--- src/design/evu_pkg.sv ---
// Shared widths, codes and transaction types for the voxel distance update block.
package evu_pkg;

    localparam int DIST_WIDTH       = 24;
    localparam int DIST_FRAC_BITS   = 8;
    localparam int WEIGHT_WIDTH     = 16;
    localparam int WEIGHT_FRAC_BITS = 14;
    localparam int NUM_LANES        = 6;
    localparam int SUM_GROW         = 3;
    localparam int LANE_STAGES      = 3;

    localparam int WD_W      = WEIGHT_WIDTH + DIST_WIDTH;
    localparam int DSQ_W     = 2 * DIST_WIDTH;
    localparam int WDD_W     = WEIGHT_WIDTH + DSQ_W;
    localparam int A_W       = WEIGHT_WIDTH + SUM_GROW;
    localparam int B_W       = WD_W + SUM_GROW;
    localparam int C_W       = WDD_W + SUM_GROW;
    localparam int P_W       = A_W + C_W;
    localparam int POS_SHIFT = WEIGHT_FRAC_BITS + 2 * DIST_FRAC_BITS;
    localparam int Q_W       = A_W + POS_SHIFT;
    localparam int R_W       = (Q_W + 1) / 2;
    localparam int DL_W      = Q_W + 2;
    localparam int NUM_W     = B_W + 1;
    localparam int CH_W      = (C_W + 2) / 3;
    localparam int CE_W      = 3 * CH_W;
    localparam int BL_W      = (B_W + 1) / 2;
    localparam int BH_W      = B_W - BL_W;

    localparam int CFG_IDX_W = 2;
    localparam logic [CFG_IDX_W-1:0] CFG_WEIGHT_X = 2'd0;
    localparam logic [CFG_IDX_W-1:0] CFG_WEIGHT_Y = 2'd1;
    localparam logic [CFG_IDX_W-1:0] CFG_WEIGHT_Z = 2'd2;

    localparam logic [WEIGHT_WIDTH-1:0] WEIGHT_X_RESET = 16'd16384;
    localparam logic [WEIGHT_WIDTH-1:0] WEIGHT_Y_RESET = 16'd16384;
    localparam logic [WEIGHT_WIDTH-1:0] WEIGHT_Z_RESET = 16'd11378;

    typedef logic [DIST_WIDTH-1:0]   dist_t;
    typedef logic [WEIGHT_WIDTH-1:0] weight_t;

    typedef enum logic [2:0] {
        ST_TWO_ROOTS   = 3'd0,
        ST_DOUBLE_ROOT = 3'd1,
        ST_NO_ROOT     = 3'd2,
        ST_NO_KNOWN    = 3'd3,
        ST_SATURATED   = 3'd4
    } status_t;

    typedef struct packed {
        logic [A_W-1:0] a;
        logic [B_W-1:0] b;
        logic [Q_W-1:0] q;
        status_t        st;
        logic           solved;
    } root_job_t;

    typedef struct packed {
        logic [A_W-1:0] a;
        logic [B_W-1:0] b;
        logic [R_W-1:0] root;
        status_t        st;
        logic           solved;
    } root_res_t;

    typedef struct packed {
        logic [A_W-1:0]   a;
        logic [NUM_W-1:0] num;
        logic [NUM_W-1:0] quo;
        status_t          st;
        logic             solved;
    } div_job_t;

    typedef struct packed {
        dist_t   dist_code;
        status_t st;
    } result_t;

endpackage

--- src/design/evu_lane.sv ---
// One neighbour lane: weight, weighted distance and weighted squared distance.
module evu_lane (
    input  logic                             clk,
    input  logic                             en,
    input  evu_pkg::weight_t                 weight,
    input  evu_pkg::dist_t                   dist_in,
    input  logic                             known,
    output evu_pkg::weight_t                 wm,
    output logic [evu_pkg::WD_W-1:0]         wd,
    output logic [evu_pkg::WDD_W-1:0]        wdd,
    output logic                             known_out
);

    evu_pkg::weight_t                 wm1_reg, wm1_next, wm2_reg, wm3_reg;
    logic [evu_pkg::WD_W-1:0]         wd1_reg, wd1_next, wd2_reg, wd3_reg;
    logic [evu_pkg::DSQ_W-1:0]        dsq1_reg, dsq1_next;
    logic [evu_pkg::WD_W-1:0]         plo2_reg, plo2_next, phi2_reg, phi2_next;
    logic [evu_pkg::WDD_W-1:0]        wdd3_reg, wdd3_next;
    logic                             k1_reg, k2_reg, k3_reg;

    assign wm1_next  = known ? weight : '0;
    assign wd1_next  = evu_pkg::WD_W'(wm1_next) * evu_pkg::WD_W'(dist_in);
    assign dsq1_next = evu_pkg::DSQ_W'(dist_in) * evu_pkg::DSQ_W'(dist_in);

    // split the square so each product stays 16 x 24
    assign plo2_next = evu_pkg::WD_W'(wm1_reg)
                     * evu_pkg::WD_W'(dsq1_reg[evu_pkg::DIST_WIDTH-1:0]);
    assign phi2_next = evu_pkg::WD_W'(wm1_reg)
                     * evu_pkg::WD_W'(dsq1_reg[evu_pkg::DSQ_W-1:evu_pkg::DIST_WIDTH]);

    assign wdd3_next = evu_pkg::WDD_W'(plo2_reg)
                     + (evu_pkg::WDD_W'(phi2_reg) << evu_pkg::DIST_WIDTH);

    always_ff @(posedge clk)
    begin
        if (en)
        begin
            wm1_reg  <= wm1_next;
            wd1_reg  <= wd1_next;
            dsq1_reg <= dsq1_next;
            k1_reg   <= known;
            wm2_reg  <= wm1_reg;
            wd2_reg  <= wd1_reg;
            plo2_reg <= plo2_next;
            phi2_reg <= phi2_next;
            k2_reg   <= k1_reg;
            wm3_reg  <= wm2_reg;
            wd3_reg  <= wd2_reg;
            wdd3_reg <= wdd3_next;
            k3_reg   <= k2_reg;
        end
    end

    assign wm        = wm3_reg;
    assign wd        = wd3_reg;
    assign wdd       = wdd3_reg;
    assign known_out = k3_reg;

endmodule

--- config.mk ---
export PLATFORM = sky130hd
export DESIGN_NAME = evu_lane
export DESIGN_NICKNAME = d
export VERILOG_FILES = /design/src/design/evu_pkg.sv /design/src/design/evu_lane.sv
export SDC_FILE = /design/constraint.sdc
export NUM_CORES = 2
export LEC_CHECK = 0
export BUFFER_PORTS_ARGS = -buffer_cell sky130_fd_sc_hd__clkbuf_2
export CAP_MARGIN = 20
export CORE_ASPECT_RATIO = 0.75
export CORE_MARGIN = 2
export CORE_UTILIZATION = 33
export DETAILED_ROUTE_END_ITERATION = 12
export GPL_TIMING_DRIVEN = 0
export PLACE_DENSITY = 0.45
export SYNTH_ARGS = -nofsm -noshare
export SYNTH_HDL_FRONTEND = slang
export SYNTH_SLANG_ARGS = --single-unit
--- constraint.sdc ---
create_clock -name clk -period 21.7 [get_ports clk]
set_clock_uncertainty 0.15 [all_clocks]
set_input_delay 4.34 -clock clk [delete_from_list [all_inputs] [get_ports clk]]
set_output_delay 4.34 -clock clk [all_outputs]
set_load 0.02 [all_outputs]
Yosys cells after proc, flatten, opt, wreduce, memory -nomap -nowiden
Cells that the tools add are included.
- flip-flop bits (word level): 363
- bits of input ports: 43
- output and inout bits: 121
- word-level logic and storage cells: 19
- add/sub/neg operators: 1
- $mul: 4
- multiplexer cells: 1
- operator list (cell ; count):
    16-bit by 24-bit multiplier with 40-bit output ; 3
    40-bit by 64-bit adder with 64-bit output ; 1
    24-bit by 24-bit multiplier with 48-bit output ; 1
    16-bit two-way mux ; 1

Longest topological paths before layout
- depth after elaboration: 2
- gate-level depth with buffers: 28
- depth with buffers taken out: 26

Worst setup path before layout
No wires, ideal clock.
- path type: input-to-reg
- start point: input port dist_in[14]
- end point: register dsq1_reg[45] (netlist bit) (data pin)
- library setup time: 262 ps
- arrival time: 10939 ps
- data required time: 21288 ps
- path slack: 10349 ps
- cell stages on the path: 28
- buffers on the path: 3
- cell sequence: clkbuf_1 -> clkbuf_1 -> nand2_1 -> fa_1 -> inv_1 -> fa_1 -> inv_1 -> fa_1 -> inv_1 -> fa_1 -> inv_1 -> fa_1 -> inv_1 -> fa_1 -> inv_1 -> fa_1 -> inv_1 -> ha_1 -> buf_2 -> nand2_1 -> or4_1 -> or3b_1 -> o211a_2 -> o21ai_4 -> a221oi_2 -> o21a_1 -> o21ai_1 -> xor2_1
- word-level cells in the longest chain between the ends: 1
- RTL lines (what ; line ; RTL):
    start, declared ; evu_lane.sv:6 ; input evu_pkg::dist_t dist_in,
    24-bit by 24-bit multiplier with 48-bit output ; evu_lane.sv:23 ; assign dsq1_next = evu_pkg::DSQ_W'(dist_in) * evu_pkg::DSQ_W'(dist_in);
    via dsq1_next, one bit ; evu_lane.sv:16 ; logic [evu_pkg::DSQ_W-1:0] dsq1_reg, dsq1_next;
    end signal, assigned ; evu_lane.sv:40 ; dsq1_reg <= dsq1_next;
    end, declared ; evu_lane.sv:16 ;
The timed path passes the listed nets, and every way through them passes these cells.
A chain may end at the register's enable or synchronous reset.

Final worst setup path
- start point: input port dist_in[9]
- end point: register dsq1_reg[43] (netlist bit) (data pin)
The elaborated chain is that of the path after synthesis.

==> results.toml <==
[sta]
report.final.slew_viol_count = 0
tightest_slew_ns = 1.22
hold_ws_ns = 0.241
setup_violations = 0
fmax_ghz = 0.0741
finalHoldViolations = 0
fin_setup_tns_ns = 0
period_minus_slack_ns = 13.50
slew_headroom = 0.186
rsz0062_at_grt = "false"
finalCritPeriodShare = 0.622

[drt]
drt_wl_total_um = 213000
route.detailed.drc = 0
first_iter_violations = 3655
dr.pass1.iters = 5
wire_per_inst_um = 22.3
drtAntennaViolNets = 0
vias = 46500
vias_per_cell = 4.86

[placed_design]
place_hpwl_um = 179000
portBuffers = 158
place.gp.congestion = 0.925

[floorplan]
rows = 141
coreArea_sq_um = 197000
start_util = 0.331
fp.dieH_um = 389
fp.dieArea_sq_um = 201000
io_pins = 164
die_w_um = 517

[yosys]
synth_seq_area_share = 0.167
ys.flop_type = "edfxtp_1"
ys_types = 70
async_flop_share = 0
synth_warnings = 0
yosysTopAreaCell = "fa_1"
ys_top_cells_by_area = "fa_1 (41%), edfxtp_1 (17%), ha_1 (10%)"
synth_most_common_cell = "inv_1"
synthesis.area_sq_um = 65100
syn_area_per_cell_sq_um = 9.77
ys_seq_elements = 362
synth_common_cells = "inv_1 (1621), fa_1 (1331), nand2_1 (945), ha_1 (534), and2_1 (399)"
netlist_instances = 6669
synth-edff-count = 362
synth_top_area_share = 0.409

[clock_network]
cts_max_level = 2
cts_tree = "done"
cts_buffers = 42
clock-sinks = 362
clockBufferDepth = 3
cts_hold_buf = 0
post-cts-setup-buffer-count = 0
clkTransAtPathRegs_ns = 0.06
root_buffer = "clkbuf_16"
insertion_delay_ns = 0.67
cts_resized = 0

[finish]
largest_reg_flops = 64
regArea_sq_um = 10900
finish.net_count = 8802
areaGrowthSynthToFinish_pct = 8.88
multi_input_area_sq_um = 47000
nFillCells = 20200
drive_gt1_frac = 0.0381

[run_status]
outcome = "completed"

[critical_path]
crit_type = "input port to flop"
critPathBufInv = 9
path_delay_family = "adder cells"
crit-reg2reg-launch = "wm1_reg[1]"
crit_required_ns = 21.86
start_kind = "input port"
cp_common_cell = "fa_1"
cp_max_fo = 10
cpPeakStageDelay_ns = 0.83
worstPathArrival_ns = 13.66
crit_start = "dist_in[9]"
slowest_stage = "clkbuf_1"
endpoint_kind = "flop"

[global_route]
gr-total-overflow = 0
grt_pass1_vias = 49300
antenna_found_initial = 31
grt_max_degree = 106
grt_pass1_wl_um = 320000
grt_use_total = 0.217

[job]
cap_viol_max_count = 0

[worst_hold_path]
min_path_type = "flop to flop"
min_from = "wd1_reg[18]"
## layer usage
metal	up-vias	wire, um	global-route usage
met5	-	102	0
met4	16	3980	0.0400
met3	175	18900	0.0528
met2	1477	89800	0.314
met1	24300	101000	0.326
li1	20600	-	-
## cells in the final DEF (no fill, tap or decap), drive strengths merged, types with 36 or more instances in the layout
cell / n
inv: 1623
fa: 1331
nand2: 946
ha: 534
clkbuf: 509
and2: 399
edfxtp: 362
and3: 193
a21oi: 156
xnor2: 126
a21o: 101
nor2: 91
o21ai: 83
xor2: 73
nand3: 44
buf: 36
## final timing paths
check | end | slack (ns) | cells past startpoint
worst min-delay path | wd2_reg[18] | 0.24 | 0
worst max-delay path | dsq1_reg[43] | 8.20 | 26
worst min register to register | wd2_reg[18] | 0.24 | 0
worst max register to register | plo2_reg[33] | 12.03 | 24
## through the flow
stage | utilization | setup slack (ns) | area, sq um | cells
2_1_floorplan | - | 10.35 | 65100 | 6673
3_3_place_gp | 0.352 | 7.46 | 69200 | 9476
3_5_place_dp | 0.354 | 7.61 | 69600 | 9491
4_1_cts | 0.360 | 8.27 | 70800 | 9563
5_1_grt | 0.361 | 7.82 | 70900 | 9569
6_report | 0.361 | 8.20 | 70900 | 9578
## logic make-up after synthesis
kind of cell | synth area share
other cells | 0.000115
simple gates | 0.132
fa+ha+maj | 0.512
compound gates | 0.0499
mux | 0.000634
xor+xnor | 0.0268
buf+inv | 0.112
flops | 0.167
## area by class of cell
cell class,count,area share
multi-input combinational,4372,0.663
timing repair buffer,177,0.0162
antenna,11,0.000388
buffer,318,0.0170
sequential,362,0.153
tap,2645,0.0467
clock inverter,22,0.00282
clock buffer,50,0.0152
inverter,1621,0.0858
Power is left out: the tool's default activity adds up to more than one toggle a clock period on the data nets, which glitch-free logic cannot reach.
