**config.mk**
```make
export PLATFORM = sky130hd
export DESIGN_NAME = evu_sqrt
export DESIGN_NICKNAME = d
export VERILOG_FILES = /design/src/design/evu_pkg.sv /design/src/design/evu_sqrt.sv
export SDC_FILE = /design/constraint.sdc
export NUM_CORES = 2
export LEC_CHECK = 0
export BUFFER_PORTS_ARGS = -buffer_cell sky130_fd_sc_hd__buf_2
export CORE_AREA = 2 2 498 500
export CTS_CLUSTER_DIAMETER = 100
export DETAILED_ROUTE_END_ITERATION = 12
export DIE_AREA = 0 0 500 502
export GPL_TIMING_DRIVEN = 1
export PLACE_DENSITY = 0.79
export SKIP_CTS_REPAIR_TIMING = 1
export SLEW_MARGIN = 15
export SYNTH_ARGS = -nofsm -noshare
export SYNTH_HDL_FRONTEND = slang
export SYNTH_SLANG_ARGS = --single-unit
```
**constraint.sdc**
```tcl
create_clock -name clk -period 3.1 [get_ports clk]
set_input_delay 0.155 -clock clk [delete_from_list [all_inputs] [get_ports clk]]
set_output_delay 0.155 -clock clk [all_outputs]
set_load 0.02 [all_outputs]
```
**src/design/evu_pkg.sv**
```systemverilog
// Shared widths, codes and transaction types for the voxel distance update block.
package evu_pkg;

    localparam int DIST_WIDTH       = 24;
    localparam int DIST_FRAC_BITS   = 8;
    localparam int WEIGHT_WIDTH     = 16;
    localparam int WEIGHT_FRAC_BITS = 14;
    localparam int NUM_LANES        = 6;
    localparam int SUM_GROW         = 3;
    localparam int LANE_STAGES      = 3;

    localparam int WD_W      = WEIGHT_WIDTH + DIST_WIDTH;
    localparam int DSQ_W     = 2 * DIST_WIDTH;
    localparam int WDD_W     = WEIGHT_WIDTH + DSQ_W;
    localparam int A_W       = WEIGHT_WIDTH + SUM_GROW;
    localparam int B_W       = WD_W + SUM_GROW;
    localparam int C_W       = WDD_W + SUM_GROW;
    localparam int P_W       = A_W + C_W;
    localparam int POS_SHIFT = WEIGHT_FRAC_BITS + 2 * DIST_FRAC_BITS;
    localparam int Q_W       = A_W + POS_SHIFT;
    localparam int R_W       = (Q_W + 1) / 2;
    localparam int DL_W      = Q_W + 2;
    localparam int NUM_W     = B_W + 1;
    localparam int CH_W      = (C_W + 2) / 3;
    localparam int CE_W      = 3 * CH_W;
    localparam int BL_W      = (B_W + 1) / 2;
    localparam int BH_W      = B_W - BL_W;

    localparam int CFG_IDX_W = 2;
    localparam logic [CFG_IDX_W-1:0] CFG_WEIGHT_X = 2'd0;
    localparam logic [CFG_IDX_W-1:0] CFG_WEIGHT_Y = 2'd1;
    localparam logic [CFG_IDX_W-1:0] CFG_WEIGHT_Z = 2'd2;

    localparam logic [WEIGHT_WIDTH-1:0] WEIGHT_X_RESET = 16'd16384;
    localparam logic [WEIGHT_WIDTH-1:0] WEIGHT_Y_RESET = 16'd16384;
    localparam logic [WEIGHT_WIDTH-1:0] WEIGHT_Z_RESET = 16'd11378;

    typedef logic [DIST_WIDTH-1:0]   dist_t;
    typedef logic [WEIGHT_WIDTH-1:0] weight_t;

    typedef enum logic [2:0] {
        ST_TWO_ROOTS   = 3'd0,
        ST_DOUBLE_ROOT = 3'd1,
        ST_NO_ROOT     = 3'd2,
        ST_NO_KNOWN    = 3'd3,
        ST_SATURATED   = 3'd4
    } status_t;

    typedef struct packed {
        logic [A_W-1:0] a;
        logic [B_W-1:0] b;
        logic [Q_W-1:0] q;
        status_t        st;
        logic           solved;
    } root_job_t;

    typedef struct packed {
        logic [A_W-1:0] a;
        logic [B_W-1:0] b;
        logic [R_W-1:0] root;
        status_t        st;
        logic           solved;
    } root_res_t;

    typedef struct packed {
        logic [A_W-1:0]   a;
        logic [NUM_W-1:0] num;
        logic [NUM_W-1:0] quo;
        status_t          st;
        logic             solved;
    } div_job_t;

    typedef struct packed {
        dist_t   dist_code;
        status_t st;
    } result_t;

endpackage

```
**src/design/evu_sqrt.sv**
```systemverilog
// Pipelined integer square root, one result bit per stage.
module evu_sqrt (
    input  logic               clk,
    input  logic               rst_n,
    input  logic               en,
    input  logic               valid_in,
    input  evu_pkg::root_job_t job,
    output logic               valid_out,
    output evu_pkg::root_res_t res
);

    logic [evu_pkg::Q_W-1:0] rem_reg [evu_pkg::R_W];
    evu_pkg::root_res_t      res_reg [evu_pkg::R_W];
    logic                    vld_reg [evu_pkg::R_W];

    for (genvar k = 0; k < evu_pkg::R_W; k++)
    begin : g_stage
        localparam int BIT = evu_pkg::R_W - 1 - k;
        logic [evu_pkg::Q_W-1:0]  rem_in, rem_next;
        evu_pkg::root_res_t       res_in, res_next;
        logic                     vld_in;
        logic [evu_pkg::DL_W-1:0] delta, diff;
        logic                     take;

        if (k == 0)
        begin : g_first
            assign rem_in        = job.q;
            assign res_in.a      = job.a;
            assign res_in.b      = job.b;
            assign res_in.root   = '0;
            assign res_in.st     = job.st;
            assign res_in.solved = job.solved;
            assign vld_in        = valid_in;
        end
        else
        begin : g_next
            assign rem_in = rem_reg[k-1];
            assign res_in = res_reg[k-1];
            assign vld_in = vld_reg[k-1];
        end

        // (r + 2^b)^2 - r^2 = r*2^(b+1) + 2^(2b)
        assign delta = (evu_pkg::DL_W'(res_in.root) << (BIT + 1))
                     | (evu_pkg::DL_W'(1) << (2 * BIT));
        assign diff  = {2'b00, rem_in} - delta;
        assign take  = {2'b00, rem_in} >= delta;

        always_comb
        begin
            res_next = res_in;
            rem_next = rem_in;
            if (take)
            begin
                rem_next      = diff[evu_pkg::Q_W-1:0];
                res_next.root = res_in.root | (evu_pkg::R_W'(1) << BIT);
            end
        end

        always_ff @(posedge clk)
        begin
            if (en)
            begin
                rem_reg[k] <= rem_next;
                res_reg[k] <= res_next;
            end
        end

        always_ff @(posedge clk or negedge rst_n)
        begin
            if (!rst_n)
            begin
                vld_reg[k] <= 1'b0;
            end
            else if (en)
            begin
                vld_reg[k] <= vld_in;
            end
        end
    end

    assign valid_out = vld_reg[evu_pkg::R_W-1];
    assign res       = res_reg[evu_pkg::R_W-1];

endmodule

```
Word level (Yosys, flattened, before mapping)
Memory sizes are Yosys's and may differ from the RTL's.
Index checks and enable logic that the tools add are counted.
- register bits after elaboration: 25
- bits in writable memories: 3500
- output and inout port bits: 92
- logic and storage cells: 129
- memories kept: 2
- add/subtract/negate cells: 25
- $lt $le $gt $ge: 25
- muxes and demuxes: 52
- memory list (memory ; depth ; bits a word ; read ports ; clocked after memory_dff ; wr ports ; line ; RTL):
    res_reg ; 25 ; 91 ; 25 ; 0 ; 25 ; evu_sqrt.sv:13 ; evu_pkg::root_res_t res_reg [evu_pkg::R_W];
    rem_reg ; 25 ; 49 ; 24 ; 0 ; 25 ; evu_sqrt.sv:12 ; logic [evu_pkg::Q_W-1:0] rem_reg [evu_pkg::R_W];
- operators with widths (cell ; count):
    $mux 49 ; 25
    $ge 49x26->1 ; 1
    $ge 49x27->1 ; 1
    $ge 49x28->1 ; 1
    $ge 49x29->1 ; 1
    $ge 49x30->1 ; 1
    $ge 49x31->1 ; 1
    $ge 49x32->1 ; 1
    $ge 49x33->1 ; 1
    $ge 49x34->1 ; 1
    $ge 49x35->1 ; 1
    $ge 49x36->1 ; 1
    $ge 49x37->1 ; 1
    $ge 49x38->1 ; 1
    $ge 49x39->1 ; 1
    $ge 49x40->1 ; 1
    $ge 49x41->1 ; 1
    $ge 49x42->1 ; 1
    $ge 49x43->1 ; 1
    $ge 49x44->1 ; 1
    $ge 49x45->1 ; 1
    $ge 49x46->1 ; 1
    $ge 49x47->1 ; 1
    $ge 49x48->1 ; 1
    other kinds (52) ; 54

Depth between registers and ports, before layout
An unclocked memory read counts as a cell.
- word-level depth: 3
- gate-level depth with buffers: 14
- mapped depth without buffers: 11

Worst setup path after synthesis
No wires, ideal clock.
- kind: register -> register
- from: mem rem_reg[2][316] in the netlist's numbering
- to: mem rem_reg[2][374] in the netlist's numbering (data pin)
- setup time: 0.267 ns
- arrival time: 3.071 ns
- required time: 2.833 ns
- path slack: -0.238 ns
- stages on the path, launching flop included: 11
- buffers on the path: 1
- period minus slack after synthesis: 3.338 ns
- cell sequence: edfxtp_1 > ha_1 > nand4_1 > or4_1 > or4_1 > o41ai_1 > nor3_2 > or4_1 > buf_2 > nor4b_2 > xor2_1
- RTL lines (element ; line):
    from (decl) ; evu_sqrt.sv:12

==> impl_metrics.json <==
{
  "gp_routability_congestion": 0.9234,
  "slew_headroom_pct": 37.40,
  "worst_path_dominant_cell_family": "simple AND/OR/NAND/NOR gates",
  "synth.lib_cells_used.distinct": 82,
  "fin_skew_ns": 0.06929,
  "failed_checks": "negative setup slack",
  "max_cap_viol_count": 0,
  "worstSetupStartpointType": "flop",
  "cell_with_the_most_instances_on_the_worst_path": "or4_4",
  "final_critical_path_setup_slack_ns": -0.3092,
  "post-place-ws_ns": -0.5608,
  "power.switching_fraction_pct": 24.23,
  "timing_worst_slew_pin_value_ns": 0.9304,
  "overflow_left_after_global_routing": 0,
  "synthArstFlopShare_pct": 0.7872,
  "syn_area_um2": 122100,
  "floorplan.die_area_um2": 251000,
  "drc_errors": 0,
  "worst_hold_check_path_type": "primary input to async pin",
  "synth.ff_latch_count": 3176,
  "ir_drop_v": 0.0006384,
  "largest_reg_flops": 1975,
  "crit_type": "flop to flop",
  "synth_seq_area_share_pct": 78.01,
  "worstPathBufferInverterCount": 1,
  "dr.pass1.iters": 6,
  "report.power.total_w": 0.1094,
  "initial_utilization_pct": 49.78,
  "critPathRequiredTime_ns": 3.71,
  "fin_crit_share_pct": 110.0,
  "first_iter_violations": 4368,
  "avgRoutedWirePerCell_um": 19.34,
  "critPathCaptureType": "flop",
  "cp_slowest_stage_delay_ns": 0.53,
  "cp.arrival_ns": 4.02,
  "post_synth_edffs": 3151,
  "num_io_pins": 211,
  "total_leakage_power_nw": 54.68,
  "finalWirelength_um": 237000,
  "final_layout_size_suffix_gt1_share_pct": 20.01,
  "clock_latency_ns": 0.97,
  "crit_path_cell_trace": "ha_1 > nand4bb_1 > buf_6 > or4_1 > or4_4 > o41ai_4 > nor3_4 > or4_4 > a2111oi_4 > xor2_1",
  "syn_inst": 7348,
  "cts_buffers": 332,
  "buffer_cell_driving_the_clock_tree_root": "clkbuf_16",
  "floorplan.die.width_um": 500,
  "grt_first_pass_wirelength_um": 356400,
  "area.growth.synth_to_final_pct": 21.45,
  "pwr_density_nw_per_um2": 737.9,
  "height_of_the_chip_um": 502,
  "final_hold_viol_count": 0,
  "slew_viol_final": 0,
  "layout.core_utilization_pct": 60.46,
  "worst-path-max-fanout": 4,
  "io_buffers": 210,
  "design.core.area_um2": 245300,
  "dp_hpwl_um": 152700,
  "synth_flop_cell": "edfxtp_1",
  "layout.filler_cells": 17390,
  "synth.net_count": 7813,
  "global_route.usage.total_pct": 17.96,
  "cts.htree.levels": 5,
  "numClockSinks": 3176,
  "seq_power_share_pct": 49.8,
  "yosys_warnings": 0,
  "floorplan.rows": 182,
  "path_clk_slew_ns": 0.06,
  "via_per_instance_ratio": 5.318,
  "detail-route-antenna-nets": 0,
  "first_global_vias": 65870,
  "fmaxAchievable_mhz": 293.3,
  "path_depth": 10,
  "worst_r2r_path_depth": 10,
  "routed-via-count": 65160,
  "syn-mean-instance-area_um2": 16.62,
  "internal-power_w": 0.08291,
  "power_frac_clock_pct": 36.1,
  "nets": 9251,
  "grt_max_degree": 157,
  "tritoncts": "yes",
  "final_period_minus_worst_setup_slack_ns": 3.409,
  "clk_path_buf_depth": 4,
  "p_sw_w": 0.02651,
  "status": "complete, but fails checks",
  "slowest_stage": "or4_4",
  "comb_power_share_pct": 14.1,
  "setup_repair_after_global_routing_missed_its_margin": "yes",
  "antenna_found_initial": 3,
  "final_setup_vio_count": 54
}
## power groups by stage
stage / clock network (W) / logic (W) / registers, W
4_1_cts: 0.0405 / 0.0142 / 0.0544
6_report: 0.0396 / 0.0154 / 0.0545
3_3_place_gp: 0 / 0.0138 / 0.0550
2_1_floorplan: 0 / 0.00843 / 0.0545
3_5_place_dp: 0 / 0.0141 / 0.0552
5_1_grt: 0.0422 / 0.0168 / 0.0549
## worst paths after layout
kind / to / slack (ns) / from
setup / recovery: rem_reg[2][388] / -0.31 / rem_reg[2][300]
hold / removal: g_stage[16].vld_in / 0.24 / rst_n
setup reg to reg: rem_reg[2][388] / -0.31 / rem_reg[2][300]
hold reg to reg: res_reg[0][404] / 0.35 / res_reg[0][313]
max in group asynchronous: g_stage[9].vld_in / 2.66 / rst_n
min in group clk: res_reg[0][47] / 0.25 / en
## layout by cell type (no fill, tap or decap), drive strengths merged, types with 105 or more instances in the layout
master       netlist  final
nor3             153    153
nand2            351    351
a21oi            314    314
a21o             105    105
edfxtp          3151   3151
inv              431    445
ha               346    346
xnor2            223    223
nor4             183    183
nand3            107    107
buf               13    976
nor2             339    339
clkinv             2    123
xor2             253    253
clkbuf            96    386
o21ai            294    294
dlygate4sd3        0    235
## through the flow
step	setup TNS, ns	cells	cell area (um^2)	hold WS, ns
after floorplan	-0.4329	7348	122200	-0.1406
after detailed placement	-41.59	11380	132900	0.1627
after global routing	-13.86	12250	148300	0.2079
final	-5.837	12250	148300	0.2433
after CTS	-48.41	11960	143700	-0.8917
after global placement	-30.48	11380	132900	0.1451
## worst reg2reg max path, stage by stage, from the launching register on
cell and delay, ns:
edfxtp_1 0.40, ha_1 0.33, nand4bb_1 0.13, buf_6 0.16
or4_1 0.46, or4_4 0.53, o41ai_4 0.10, nor3_4 0.11
or4_4 0.48, a2111oi_4 0.31, xor2_1 0.10
## routing by layer
metal	up-vias	global-route usage (%)	part of all wire, %
met1	31790	20.11	37
li1	31070	-	-
met2	1710	33.41	54
met5	-	0	0
met3	590	2.856	4.1
met4	0	8.190	4.9
## final cells by class
class / instances / area, um^2 / share of cell area (%)
Clock buffer: 384 / 8566 / 5.777
Tap cell: 3220 / 4029 / 2.717
Inverter: 433 / 1630 / 1.100
Multi-Input combinational cell: 3630 / 26660 / 17.98
Antenna cell: 3 / 7.507 / 0.005063
Clock inverter: 194 / 2257 / 1.522
Sequential cell: 3176 / 95250 / 64.24
Timing Repair Buffer: 1213 / 9884 / 6.666
## logic make-up after synthesis
| family | count (synthesis) | share of synthesized area (%) |
|---|---|---|
| mux | 81 | 0.7379 |
| compound gates | 1091 | 5.611 |
| fa+ha+maj | 346 | 3.546 |
| flops | 3176 | 78.01 |
| simple gates | 1635 | 7.002 |
| buf+inv | 542 | 1.672 |
| xor+xnor | 476 | 3.415 |
| other cells | 1 | 0.003072 |
## Yosys cell counts (all sizes together), types with 35 or more instances
cell	instances	area [um^2]
ha	346	4329
edfxtp	3151	94620
a21o	105	788.3
a21oi	314	1572
nor4	183	1145
o31ai	39	292.8
nand2	351	1318
or4	48	360.4
nor4b	35	312.8
xnor2	223	1953
nor2b	43	269.0
nor3	153	770.7
nand4	79	494.2
nor2	339	1272
or3	75	469.2
clkbuf	96	360.4
o21ai	294	1471
inv	431	1618
a211oi	35	262.8
nand2b	58	362.9
mux2	72	810.8
o21a	79	593.1
xor2	253	2216
nand3	107	535.5
No activity file was read; power rests on OpenSTA's default activity.
